==> src/hdl/srg_pkg.sv <==
// ----------------------------------------------------------------------------
// srg_pkg: shared types and constants of the stepper ramp generator
// Widths, register indexes, phase and sequencer codes, fixed-point helpers.
// ----------------------------------------------------------------------------
`default_nettype none

package srg_pkg;

   // ramp table depth and fixed-point format
   localparam int MAX_STEPS = 256;
   localparam int FRAC_BITS = 8;

   localparam int DELAY_W  = 24;   // running delay, fixed point
   localparam int MIN_W    = 16;   // min_delay register
   localparam int LEN_W    = 9;    // ramp_steps register
   localparam int WHOLE_W  = 16;   // stored / counted delay in ticks
   localparam int CSR_IDX_W = 2;

   localparam int STEP_W = $clog2(MAX_STEPS + 1);
   localparam int ADDR_W = $clog2(MAX_STEPS);

   // divider: dividend 2*d, divisor 4*i+1
   localparam int DVD_W = DELAY_W + 1;
   localparam int DEN_W = STEP_W + 2;
   localparam int DCNT_W = $clog2(DVD_W + 1);

   localparam logic [DELAY_W-1:0] START_DELAY_RST = DELAY_W'(3119754);
   localparam logic [MIN_W-1:0]   MIN_DELAY_RST   = MIN_W'(10);
   localparam logic [LEN_W-1:0]   RAMP_STEPS_RST  = LEN_W'(200);

   typedef enum logic [CSR_IDX_W-1:0] {
      CSR_START_DELAY = 2'd0,
      CSR_MIN_DELAY   = 2'd1,
      CSR_RAMP_STEPS  = 2'd2
   } csr_index_type;

   typedef enum logic [1:0] {
      PH_IDLE  = 2'd0,
      PH_ACCEL = 2'd1,
      PH_DECEL = 2'd2
   } phase_type;

   typedef enum logic [1:0] {
      ST_IDLE = 2'd0,
      ST_DIV  = 2'd1,
      ST_RD   = 2'd2,
      ST_OUT  = 2'd3
   } seq_state_type;

   typedef struct packed {
      logic start;
   } div_ctl_type;

   typedef struct packed {
      logic busy;
      logic done;
   } div_sts_type;

   // min_delay in fixed point, saturated to the delay width
   function automatic logic [DELAY_W-1:0] floor_fx(input logic [MIN_W-1:0] min_delay);
      logic [47:0] wide;
      wide = 48'(min_delay) << FRAC_BITS;
      if (wide > 48'({DELAY_W{1'b1}}))
         floor_fx = {DELAY_W{1'b1}};
      else
         floor_fx = wide[DELAY_W-1:0];
   endfunction

   // integer part of a delay, saturated to the tick counter width
   function automatic logic [WHOLE_W-1:0] whole_ticks(input logic [DELAY_W-1:0] d);
      logic [DELAY_W-1:0] sh;
      sh = d >> FRAC_BITS;
      if (32'(sh) > 32'({WHOLE_W{1'b1}}))
         whole_ticks = {WHOLE_W{1'b1}};
      else
         whole_ticks = sh[WHOLE_W-1:0];
   endfunction

   // latched ramp length: zero taken as one, saturated to the table depth
   function automatic logic [STEP_W-1:0] ramp_len(input logic [LEN_W-1:0] n);
      if (n == '0)
         ramp_len = STEP_W'(1);
      else if (32'(n) > MAX_STEPS)
         ramp_len = STEP_W'(MAX_STEPS);
      else
         ramp_len = STEP_W'(n);
   endfunction

endpackage

`default_nettype wire

==> src/hdl/srg_ram.sv <==
// ----------------------------------------------------------------------------
// srg_ram: generic single-write, single-read RAM
// One write port, one read port, registered read data.
// ----------------------------------------------------------------------------
`default_nettype none

module srg_ram #(
   parameter int WIDTH = 16,
   parameter int DEPTH = 256
) (
   input  wire logic                     clock,
   input  wire logic                     wr_en,
   input  wire logic [$clog2(DEPTH)-1:0] wr_addr,
   input  wire logic [WIDTH-1:0]         wr_data,
   input  wire logic                     rd_en,
   input  wire logic [$clog2(DEPTH)-1:0] rd_addr,
   output      logic [WIDTH-1:0]         rd_data
);

   logic [WIDTH-1:0] mem [DEPTH];
   logic [WIDTH-1:0] rd_data_ff;

   always_ff @(posedge clock) begin
      if (wr_en) begin
         mem[wr_addr] <= wr_data;
      end
      if (rd_en) begin
         rd_data_ff <= mem[rd_addr];
      end
   end

   assign rd_data = rd_data_ff;

endmodule

`default_nettype wire

==> src/hdl/srg_div.sv <==
// ----------------------------------------------------------------------------
// srg_div: bit-serial restoring divider
// One quotient bit per cycle; dividend shifts out as quotient shifts in.
// ----------------------------------------------------------------------------
`default_nettype none

module srg_div (
   input  wire logic                       clock,
   input  wire logic                       reset,
   input  wire srg_pkg::div_ctl_type       div_ctl,
   input  wire logic [srg_pkg::DVD_W-1:0]  dividend,
   input  wire logic [srg_pkg::DEN_W-1:0]  divisor,
   output      srg_pkg::div_sts_type       div_sts,
   output      logic [srg_pkg::DVD_W-1:0]  quotient
);
   import srg_pkg::*;

   logic [DVD_W-1:0]  dvd_ff, dvd_in;
   logic [DEN_W-1:0]  rem_ff, rem_in;
   logic [DEN_W-1:0]  den_ff, den_in;
   logic [DCNT_W-1:0] cnt_ff, cnt_in;
   logic              busy_ff, busy_in;
   logic              done_ff, done_in;

   logic [DEN_W:0] trial;
   logic [DEN_W:0] diff;
   logic           ge;

   assign trial = {rem_ff, dvd_ff[DVD_W-1]};
   assign diff  = trial - {1'b0, den_ff};
   assign ge    = (trial >= {1'b0, den_ff});

   always_comb begin
      dvd_in  = dvd_ff;
      rem_in  = rem_ff;
      den_in  = den_ff;
      cnt_in  = cnt_ff;
      busy_in = busy_ff;
      done_in = 1'b0;
      if (div_ctl.start) begin
         dvd_in  = dividend;
         den_in  = divisor;
         rem_in  = '0;
         cnt_in  = DCNT_W'(DVD_W);
         busy_in = 1'b1;
      end else if (busy_ff) begin
         rem_in = ge ? diff[DEN_W-1:0] : trial[DEN_W-1:0];
         dvd_in = {dvd_ff[DVD_W-2:0], ge};
         cnt_in = cnt_ff - DCNT_W'(1);
         if (cnt_ff == DCNT_W'(1)) begin
            busy_in = 1'b0;
            done_in = 1'b1;
         end
      end
   end

   always_ff @(posedge clock) begin
      if (reset) begin
         cnt_ff  <= '0;
         busy_ff <= 1'b0;
         done_ff <= 1'b0;
      end else begin
         cnt_ff  <= cnt_in;
         busy_ff <= busy_in;
         done_ff <= done_in;
      end
      dvd_ff <= dvd_in;
      rem_ff <= rem_in;
      den_ff <= den_in;
   end

   assign div_sts.busy = busy_ff;
   assign div_sts.done = done_ff;
   assign quotient     = dvd_ff;

endmodule

`default_nettype wire

==> src/hdl/stepper_accel_ramp_generator.sv <==
// ----------------------------------------------------------------------------
// stepper_accel_ramp_generator: constant-acceleration stepper ramp
// Drives one symmetric move per start request from microsecond ticks.
// ----------------------------------------------------------------------------
// Each req_ transaction carries one tick/start sample and yields exactly one
// rsp_ transaction with the step line, latched direction, busy and done
// flags after that sample. Most transactions pass from acceptance through
// the output state to the result register. The tick that opens a new
// acceleration step runs the recurrence d -= 2d/(4i+1) through a bit-serial
// divider, one quotient bit per cycle over the 25-bit dividend. A tick that
// opens a deceleration step reads the delay table through its registered
// read port. A new request is taken once the previous one has moved to
// the result register.
// ----------------------------------------------------------------------------
`default_nettype none

module stepper_accel_ramp_generator (
   input  wire logic                           clock,
   input  wire logic                           reset,
   // item channel
   input  wire logic                           req_valid,
   output      logic                           req_ready,
   input  wire logic                           req_tick,
   input  wire logic                           req_start_req,
   input  wire logic                           req_direction,
   // result channel
   output      logic                           rsp_valid,
   input  wire logic                           rsp_ready,
   output      logic                           rsp_step_level,
   output      logic                           rsp_direction_level,
   output      logic                           rsp_busy_res,
   output      logic                           rsp_move_done,
   // register writes
   input  wire logic                           csr_valid,
   output      logic                           csr_ready,
   input  wire logic [srg_pkg::CSR_IDX_W-1:0]  csr_index,
   input  wire logic [srg_pkg::DELAY_W-1:0]    csr_data
);
   import srg_pkg::*;

   // ---- configuration registers ----
   logic [DELAY_W-1:0] start_delay_ff, start_delay_in;
   logic [MIN_W-1:0]   min_delay_ff, min_delay_in;
   logic [LEN_W-1:0]   ramp_steps_ff, ramp_steps_in;
   logic               csr_fire;

   assign csr_ready = 1'b1;
   assign csr_fire  = csr_valid && csr_ready;

   always_comb begin
      start_delay_in = start_delay_ff;
      min_delay_in   = min_delay_ff;
      ramp_steps_in  = ramp_steps_ff;
      if (csr_fire) begin
         unique case (csr_index)
            CSR_START_DELAY: start_delay_in = csr_data;
            CSR_MIN_DELAY:   min_delay_in   = csr_data[MIN_W-1:0];
            CSR_RAMP_STEPS:  ramp_steps_in  = csr_data[LEN_W-1:0];
            default:         ;   // unmapped index, write dropped
         endcase
      end
   end

   always_ff @(posedge clock) begin
      if (reset) begin
         start_delay_ff <= START_DELAY_RST;
         min_delay_ff   <= MIN_DELAY_RST;
         ramp_steps_ff  <= RAMP_STEPS_RST;
      end else begin
         start_delay_ff <= start_delay_in;
         min_delay_ff   <= min_delay_in;
         ramp_steps_ff  <= ramp_steps_in;
      end
   end

   // ---- move state ----
   seq_state_type      state_ff, state_in;
   phase_type          phase_ff, phase_in;
   logic [STEP_W-1:0]  step_ff, step_in;
   logic [STEP_W-1:0]  len_ff, len_in;
   logic [DELAY_W-1:0] run_ff, run_in;
   logic [WHOLE_W-1:0] cnt_ff, cnt_in;
   logic               dir_ff, dir_in;
   logic               pulse_ff, pulse_in;
   logic               done_ff, done_in;

   // ---- result register ----
   logic rsp_valid_ff, rsp_valid_in;
   logic rsp_step_ff, rsp_dir_ff, rsp_busy_ff, rsp_done_ff;

   // ---- item decode ----
   logic              req_fire;
   logic              is_start, is_cnt, is_step;
   logic [STEP_W-1:0] step_next;
   logic              last_step;
   logic              need_div, need_rd, is_finish;

   assign req_fire  = req_valid && req_ready;
   assign is_start  = (phase_ff == PH_IDLE) && req_start_req;
   assign is_cnt    = (phase_ff != PH_IDLE) && req_tick && pulse_ff;
   assign is_step   = (phase_ff != PH_IDLE) && req_tick && !pulse_ff;
   assign step_next = step_ff + STEP_W'(1);
   assign last_step = (step_next >= len_ff);
   assign need_div  = is_step && (phase_ff == PH_ACCEL) && !last_step;
   assign need_rd   = is_step && (((phase_ff == PH_ACCEL) && last_step) ||
                                  ((phase_ff == PH_DECEL) && !last_step));
   assign is_finish = is_step && (phase_ff == PH_DECEL) && last_step;

   // ---- divider ----
   div_ctl_type      div_ctl;
   div_sts_type      div_sts;
   logic [DVD_W-1:0] quotient;
   logic [DEN_W-1:0] divisor;

   assign divisor = {step_next, 2'b01};   // 4*i + 1

   srg_div u_div (
      .clock    (clock),
      .reset    (reset),
      .div_ctl  (div_ctl),
      .dividend ({run_ff, 1'b0}),
      .divisor  (divisor),
      .div_sts  (div_sts),
      .quotient (quotient)
   );

   // ---- delay table ----
   logic               ram_wr_en, ram_rd_en;
   logic [ADDR_W-1:0]  ram_wr_addr, ram_rd_addr;
   logic [WHOLE_W-1:0] ram_rd_data;
   logic [STEP_W-1:0]  rd_step, rd_idx;

   // deceleration plays back entry len-1-i
   assign rd_step = (phase_ff == PH_ACCEL) ? '0 : step_next;
   assign rd_idx  = len_ff - STEP_W'(1) - rd_step;
   assign ram_rd_addr = rd_idx[ADDR_W-1:0];
   // start writes entry 0, later accel steps the (already advanced) step
   assign ram_wr_addr = (state_ff == ST_IDLE) ? '0 : step_ff[ADDR_W-1:0];

   // ---- new acceleration delay: clamp and truncate ----
   logic [DELAY_W-1:0] accel_src, accel_floor, accel_delay;
   logic [WHOLE_W-1:0] accel_whole;

   assign accel_src   = (state_ff == ST_IDLE) ? start_delay_ff
                                              : run_ff - quotient[DELAY_W-1:0];
   assign accel_floor = floor_fx(min_delay_ff);
   assign accel_delay = (accel_src < accel_floor) ? accel_floor : accel_src;
   assign accel_whole = whole_ticks(accel_delay);

   srg_ram #(
      .WIDTH (WHOLE_W),
      .DEPTH (MAX_STEPS)
   ) u_delay_ram (
      .clock   (clock),
      .wr_en   (ram_wr_en),
      .wr_addr (ram_wr_addr),
      .wr_data (accel_whole),
      .rd_en   (ram_rd_en),
      .rd_addr (ram_rd_addr),
      .rd_data (ram_rd_data)
   );

   // ---- sequencer: next state ----
   logic out_free;
   assign out_free = !rsp_valid_ff || rsp_ready;

   always_comb begin
      state_in = state_ff;
      unique case (state_ff)
         ST_IDLE: begin
            if (req_fire) begin
               if (need_div)
                  state_in = ST_DIV;
               else if (need_rd)
                  state_in = ST_RD;
               else
                  state_in = ST_OUT;
            end
         end
         ST_DIV: begin
            if (div_sts.done)
               state_in = ST_OUT;
         end
         ST_RD:   state_in = ST_OUT;
         ST_OUT: begin
            if (out_free)
               state_in = ST_IDLE;
         end
         default: state_in = ST_IDLE;
      endcase
   end

   // ---- sequencer: outputs ----
   logic accel_load, rd_load, out_load, item_take;

   always_comb begin
      req_ready     = 1'b0;
      div_ctl.start = 1'b0;
      accel_load    = 1'b0;
      ram_rd_en     = 1'b0;
      rd_load       = 1'b0;
      out_load      = 1'b0;
      item_take     = 1'b0;
      unique case (state_ff)
         ST_IDLE: begin
            req_ready     = 1'b1;
            item_take     = req_valid;
            div_ctl.start = req_valid && need_div;
            ram_rd_en     = req_valid && need_rd;
            accel_load    = req_valid && is_start;
         end
         ST_DIV:  accel_load = div_sts.done;
         ST_RD:   rd_load    = 1'b1;
         ST_OUT:  out_load   = out_free;
         default: ;
      endcase
   end

   assign ram_wr_en = accel_load;

   // ---- move datapath ----
   always_comb begin
      phase_in = phase_ff;
      step_in  = step_ff;
      len_in   = len_ff;
      run_in   = run_ff;
      cnt_in   = cnt_ff;
      dir_in   = dir_ff;
      pulse_in = pulse_ff;
      done_in  = done_ff;
      if (item_take) begin
         done_in = 1'b0;
         if (is_start) begin
            len_in   = ramp_len(ramp_steps_ff);
            dir_in   = req_direction;
            step_in  = '0;
            phase_in = PH_ACCEL;
         end
         if (is_cnt) begin
            if (cnt_ff <= WHOLE_W'(1)) begin
               cnt_in   = '0;
               pulse_in = 1'b0;
            end else begin
               cnt_in = cnt_ff - WHOLE_W'(1);
            end
         end
         if (is_step) begin
            step_in = last_step ? '0 : step_next;
            if ((phase_ff == PH_ACCEL) && last_step)
               phase_in = PH_DECEL;
            if (is_finish) begin
               phase_in = PH_IDLE;
               done_in  = 1'b1;
            end
         end
      end
      if (accel_load) begin
         run_in   = accel_delay;
         cnt_in   = accel_whole;
         pulse_in = 1'b1;
      end
      if (rd_load) begin
         cnt_in   = ram_rd_data;
         pulse_in = 1'b1;
      end
   end

   always_ff @(posedge clock) begin
      if (reset) begin
         state_ff <= ST_IDLE;
         phase_ff <= PH_IDLE;
         step_ff  <= '0;
         len_ff   <= '0;
         run_ff   <= '0;
         cnt_ff   <= '0;
         dir_ff   <= 1'b0;
         pulse_ff <= 1'b0;
         done_ff  <= 1'b0;
      end else begin
         state_ff <= state_in;
         phase_ff <= phase_in;
         step_ff  <= step_in;
         len_ff   <= len_in;
         run_ff   <= run_in;
         cnt_ff   <= cnt_in;
         dir_ff   <= dir_in;
         pulse_ff <= pulse_in;
         done_ff  <= done_in;
      end
   end

   // ---- result register ----
   always_comb begin
      rsp_valid_in = rsp_valid_ff;
      if (out_load)
         rsp_valid_in = 1'b1;
      else if (rsp_ready)
         rsp_valid_in = 1'b0;
   end

   always_ff @(posedge clock) begin
      if (reset)
         rsp_valid_ff <= 1'b0;
      else
         rsp_valid_ff <= rsp_valid_in;
      if (out_load) begin
         rsp_step_ff <= pulse_ff;
         rsp_dir_ff  <= dir_ff;
         rsp_busy_ff <= (phase_ff != PH_IDLE);
         rsp_done_ff <= done_ff;
      end
   end

   assign rsp_valid           = rsp_valid_ff;
   assign rsp_step_level      = rsp_step_ff;
   assign rsp_direction_level = rsp_dir_ff;
   assign rsp_busy_res        = rsp_busy_ff;
   assign rsp_move_done       = rsp_done_ff;

   // ---- checks ----
   a_div_done_in_div: assert property (@(posedge clock) disable iff (reset)
      div_sts.done |-> state_ff == ST_DIV)
      else $error("divider finished outside divide state");

   a_div_running: assert property (@(posedge clock) disable iff (reset)
      (state_ff == ST_DIV) && !div_sts.done |-> div_sts.busy)
      else $error("divide state without a running divider");

   a_idle_line_low: assert property (@(posedge clock) disable iff (reset)
      phase_ff == PH_IDLE |-> !pulse_ff)
      else $error("step line high while idle");

   a_step_in_range: assert property (@(posedge clock) disable iff (reset)
      phase_ff != PH_IDLE |-> step_ff < len_ff)
      else $error("step index beyond ramp length");

   a_done_not_busy: assert property (@(posedge clock) disable iff (reset)
      rsp_valid_ff && rsp_done_ff |-> !rsp_busy_ff)
      else $error("move done reported while busy");

endmodule

`default_nettype wire
==> config.mk <==
export PLATFORM = sky130hd
export DESIGN_NAME = stepper_accel_ramp_generator
export DESIGN_NICKNAME = d
export VERILOG_FILES = /design/src/hdl/srg_pkg.sv /design/src/hdl/srg_ram.sv /design/src/hdl/srg_div.sv /design/src/hdl/stepper_accel_ramp_generator.sv
export SDC_FILE = /design/constraint.sdc
export NUM_CORES = 2
export LEC_CHECK = 0
export BUFFER_PORTS_ARGS = -buffer_cell sky130_fd_sc_hd__buf_4
export CORE_MARGIN = 2
export CORE_UTILIZATION = 40
export CTS_CLUSTER_DIAMETER = 120
export DETAILED_ROUTE_END_ITERATION = 10
export GPL_ROUTABILITY_DRIVEN = 0
export GPL_TIMING_DRIVEN = 0
export PLACE_DENSITY = 0.63
export SYNTH_ARGS = -nofsm -noshare
export SYNTH_HDL_FRONTEND = slang
export SYNTH_SLANG_ARGS = --single-unit
==> constraint.sdc <==
create_clock -name clock -period 18.4 [get_ports clock]
set_clock_uncertainty 0.2 [all_clocks]
set_input_delay 4.6 -clock clock [delete_from_list [all_inputs] [get_ports clock]]
set_output_delay 4.6 -clock clock [all_outputs]
set_load 0.05 [all_outputs]
# Word-level counts from Yosys, hierarchy flattened
# Memories as Yosys holds them, arrays and structs flattened. A register that Yosys moved wholly into a read port is not among the register bits.
# Cells that the tools add are included.
# word_totals
regBits,171
ramBits,4096
inputBits,34
mem_count,1
# classes
add_sub_neg,7
order_cmp,7
eq_ne,11
muxes,53
bitwise_logic,1
n_reduce_logical,41
# mem_list
memory,depth,word_bits,read_ports,rd_clocked_by_memory_dff,wr,line,source
u_delay_ram.mem,256,16,1,1,1,srg_ram.sv:20,logic [WIDTH-1:0] mem [DEPTH];
# ops
operator,n
$mux 16,6
$mux 24,3
$mux 25,2
$mux 9,5
$gt 24x24->1 const B,1
$lt 24x24->1,1
$sub 24x24->24,1
$mux 1,22
$gt 16x16->1 const B,1
$le 16x1->1 const B,1
$mux 2,8
$mux 8,2
$sub 16x1->16 const B,1
$logic_and 1x1->1,15
$ge 12x11->1,1
$reduce_and 2->1,6
$mux 11,1
$sub 11x11->11,1
$mux 5,2
$add 9x1->9 const B,1
$ge 9x9->1,1
$gt 9x9->1 const B,1
$logic_not 9->1,1
$reduce_bool 3->1,3
other kinds (18),33

# Logic depth before layout (Yosys ltp)
# logic_depth
ltp_word,10
mapped_depth,20

# Cells and area by module
# Synthesis repeated with hierarchy kept, for this count alone.
# unflattened
hier_cells,8616
area_unflattened_um2,169368.7
# by_module_without_submodules
mod,instances,cells_per_inst,area_per_inst_um2,seq_area_each_um2
srg_ram,1,7360,158874.9,123478.4
stepper_accel_ramp_generator,1,1032,7791.2,2422.3
srg_div,1,224,2702.6,1441.4

# Worst setup path before layout
# OpenSTA, ideal clock, no wires.
# synth_timing
path_type,reg2reg
from,register u_div.dvd_ff[5] (netlist: u_div.quotient[5])
to,memory u_delay_ram.mem[0][1] (data pin)
t_arrival_ps,14000
path_slack_ps,1932
path_stages_with_launch,17
n_path_buf,1
cell_sequence,edfxtp_1 -> inv_1 -> ha_1 -> or2_2 -> a21o_1 -> o311ai_0 -> or2_1 -> o211a_1 -> nor3_1 -> a2111oi_0 -> inv_1 -> ha_1 -> nand4_1 -> or2_2 -> o41a_1 -> clkbuf_1 -> a21boi_0
# synth_between
elab_chain_len,6
# synth_rtl
item,line,source
from (decl),srg_div.sv:18,"logic [DVD_W-1:0] dvd_ff, dvd_in;"
from (signal assigned),srg_div.sv:67,dvd_ff <= dvd_in;
$sub 24x24->24 (*),stepper_accel_ramp_generator.sv:145,: run_ff - quotient[DELAY_W-1:0];
$mux 24 (*),stepper_accel_ramp_generator.sv:144,assign accel_src = (state_ff == ST_IDLE) ? start_delay_ff
$lt 24x24->1,stepper_accel_ramp_generator.sv:147,assign accel_delay = (accel_src < accel_floor) ? accel_floor : accel_src;
$mux 24 (*),stepper_accel_ramp_generator.sv:147,
via accel_delay[9],stepper_accel_ramp_generator.sv:141,"logic [DELAY_W-1:0] accel_src, accel_floor, accel_delay;"
$gt 16x16->1,srg_pkg.sv:73,if (32'(sh) > 32'({WHOLE_W{1'b1}}))
$mux 16 (*),srg_pkg.sv:73,
to (decl),srg_ram.sv:20,
# The timed path passes the listed nets; every way through them passes the cells marked *.

# Worst setup path in the final report
# layout_timing
from,input req_valid
to,"memory u_delay_ram.mem[232][9], enable pin"
# layout_between
elab_chain_len,4
# layout_rtl
item,line,source
from (decl),stepper_accel_ramp_generator.sv:21,"input wire logic req_valid,"
$logic_and 1x1->1,stepper_accel_ramp_generator.sv:210,accel_load = req_valid && is_start;
$pmux 1 s2,stepper_accel_ramp_generator.sv:204,unique case (state_ff)
$mux 1,srg_ram.sv:24,if (wr_en) begin
$mux 1 (not written as such),srg_ram.sv:25,mem[wr_addr] <= wr_data;
# Every way passes these cells.

==> impl_results.md <==
- PostCTS Resize Cnt: 0
- Die Wd: 651.9 um
- Net Switching: roughly 12 mW
- Layout area overhead: 16.48%
- Worst path max stage delay: ~1200 ps
- DP Worst Slack: 8400 ps
- Total Power: 36.01 mW
- Die ar.: between 0.4 and 0.5 mm^2
- Root Buffer: clkbuf_16
- First-pass GRT wire length: 642.5 mm
- Deepest clock path buffer count: 4
- Internal power: around 24 mW
- First DRT Iteration DRCs: between 10000 and 15000
- Initial DRT Pass Iterations: 8
- Hold buffers post-CTS: 0
- Area of the multi-input gates: 0.03923 mm^2
- Post-synth ARST share: 0%
- Worst setup EP type: flop
- Final hold violations: 0
- Avg WL per Cell: about 32 um
- Final instance area: 0.1956 mm^2
- Vias in the first global route: between 80000 and 90000
- Slew @ Worst Pin: 1546 ps
- Failing checks: capacitance limit, slew limit
- Initial antenna violation count: 21
- Worst Hold Path Cells: 0
- Post-layout min period: about 9100 ps
- Fmax: approximately 0.11 GHz
- RSZ-0062 raised after global routing: no
- RR Endpoint: u_delay_ram.mem[254][4]$_DFFE_PP_
- Post-Syn Nets: 7740
- Post-DP Area: 0.1812 mm^2
- Sequential fraction of the synthesis area: about three quarters
- Hold_ws: about 240 ps
- Via/cell ratio: 5.927
- Port bufs: 39
- Largest net degree at the start of global routing: 153
- Yosys warnings: 0
- Post-CTS setup buffers: 0
- Post-Syn Area: 0.1679 mm^2
- Avg Inst Size Synth: 22.01 um^2
- Combinational Power Share: a little under a third
- Setup_tns: 0 ps
- Placed cells: about 13000
- # setup viols final: 0
- Peak VDD IR: 375.1 uV
- Status: finished with violations
- CORE AREA: 0.4172 mm^2
- Number of nets still failing antenna checks after routing: 0
- Reg clk slew, reported paths: around 60 ps
- WS Path Type: in -> reg
- Yosys reg bits: 4283
- Worst Hold Endpoint: rsp_direction_level$_DFFE_PP_
- Chip height: 651.9 um
- RR Startpoint: state_ff[0]$_SDFFE_PP0P_
- Final cell count without fillers: 14250
- DR vias: 84460
- Distinct cells, synth: 76
- Critical path launch point type: primary input
- Critical-path top delay cell: nand3_1
- Hold_sp: dir_ff$_SDFFE_PP0P_
- Drt total wl: 461.6 mm
- Layout cell share with drive strength beyond 1: about a third
- Syn Inst Count: 7630
- Period utilization: around half
- Fillcell total: 33430
- Crit path DAT: 9440 ps
- EDFF count, synth: 4149
- Crit path required time: 18780 ps
- Worst rel slew slack: -3.048%
- CTS buffer count: 421
- DRC viols: 0
- Sequential power share: a little under half
- Starting Density: approximately two fifths
- Dominant synthesized flop cell: edfxtp_1
- Floorplan row count: 237
- Critical path cell sequence: buf_4 > and2_0 > nand3_1 > nand2_1 > clkbuf_1 > nand3_1 > clkbuf_2 > buf_12 > nor2_2
- Worst min path class: reg -> reg
- PwrDens: 184.1 mW/mm^2
- HPWL Detailed: 317.3 mm
- Reg2Reg Depth: 18
- Ports: 41
- Most common cell after layout, fill and taps aside: edfxtp_1
- Total grt overflow: 0
- Reg2Reg Setup Slack: around 10000 ps
- Count of pins over their slew limit: 11
- CTS tree: yes
- MaxCap Viol Count: 1
- Leakage: 60.74 nW
- Final WS setup: 9334 ps
- Most numerous cell on the critical path: nand3_1
- CP max FO: 16
- Sw Share: between 30% and 40%
- Register Area: approximately 0.13 mm^2
- Finished Core Util: 46.88%
- Gr usage total: 21.37%
- Most frequent cells in the layout: edfxtp_1 (4149), mux4_2 (1280), clkbuf_16 (428)
- Clock Latency Late Sink: 990 ps
- H-Tree Level Count: 5
- CTS sink cnt: 4283
- Clock power share: 24.8%
- Nets: 8490
[flip-flops by register name, indices dropped and copies added (netlist names), 11 cells and up]
name and count:
cnt_ff 16, min_delay_ff 16, run_ff 24, start_delay_ff 24, u_delay_ram.mem 4096, u_delay_ram.rd_data 16, u_div.quotient 25, u_div.rem_ff 11
[critical path: cells and delay by family]
family	cells	cell delay (ps)
simple gates	5	2950
buf+inv	4	1840
[power groups by stage]
stage               sequential [mW]  combinational [mW]  clock, mW
finish                         16.2                10.9       8.91
global route                   16.2                11.4       9.37
CTS                            16.2                10.8       9.01
detailed placement             16.4                10.8          0
global placement               16.3                6.42          0
floorplan                      17.1                4.18          0
[logic make-up (layout without fill, tap and decap cells)]
| family | Yosys count | after routing | share of synthesized area (%) |
|---|---|---|---|
| simple gates | 840 | 840 | 2.200 |
| other cells | 1 | 14 | 0.002233 |
| buf+inv | 515 | 1625 | 1.350 |
| mux | 1435 | 1435 | 18.12 |
| flops | 4283 | 4283 | 75.80 |
| xor+xnor | 47 | 47 | 0.2452 |
| fa+ha+maj | 76 | 76 | 0.5753 |
| compound gates | 433 | 433 | 1.708 |
[layer usage]
metal / routed length [um] / track usage [%] / up-vias
met4: 20790 / 8.301 / 10
met2: 215800 / 33.45 / 4674
met1: 178100 / 29.08 / 45300
met3: 46530 / 5.000 / 828
li1: - / - / 33650
met5: 397 / 0.3735 / -
[synthesized netlist by cell type, types with 53 or more instances]
cell / instances / area [um^2]
mux4_2: 1280 / 28830
nand2_1: 231 / 867.1
inv_1: 89 / 334.1
ha_1: 74 / 925.9
nor2b_1: 53 / 331.6
nand3_1: 71 / 355.3
buf_2: 122 / 610.6
clkbuf_1: 232 / 870.8
a21oi_1: 161 / 805.8
mux2i_1: 115 / 1151
a211oi_1: 53 / 397.9
dfxtp_1: 134 / 2683
nor2_1: 359 / 1348
edfxtp_1: 4149 / 124600
[worst max-delay path by stage]
stage,depth (start not counted),start,slack (ps),endpoint
final,9,req_valid,9330,u_delay_ram.mem[232][9]$_DFFE_PP_
after global routing,9,req_valid,9430,u_delay_ram.mem[232][9]$_DFFE_PP_
after CTS,9,req_valid,9440,u_delay_ram.mem[120][2]$_DFFE_PP_
after detailed placement,9,req_valid,8400,u_delay_ram.mem[120][15]$_DFFE_PP_
after global placement,15,state_ff[0]$_SDFFE_PP0P_,-13910,u_delay_ram.mem[227][1]$_DFFE_PP_
after floorplan,16,u_div.quotient[5]$_DFFE_PP_,1930,u_delay_ram.mem[0][1]$_DFFE_PP_
[cell type report]
class	count	share of cell area [%]
flip-flops and latches	4283	65.07
multi-input cells	2832	20.06
clock buffers	491	5.623
well taps	5497	3.517
repair buffers	327	2.847
clock inverters	292	1.687
plain buffers	424	0.9993
inverters	91	0.1785
diodes	13	0.01663
(Power assumes the default switching activity.)
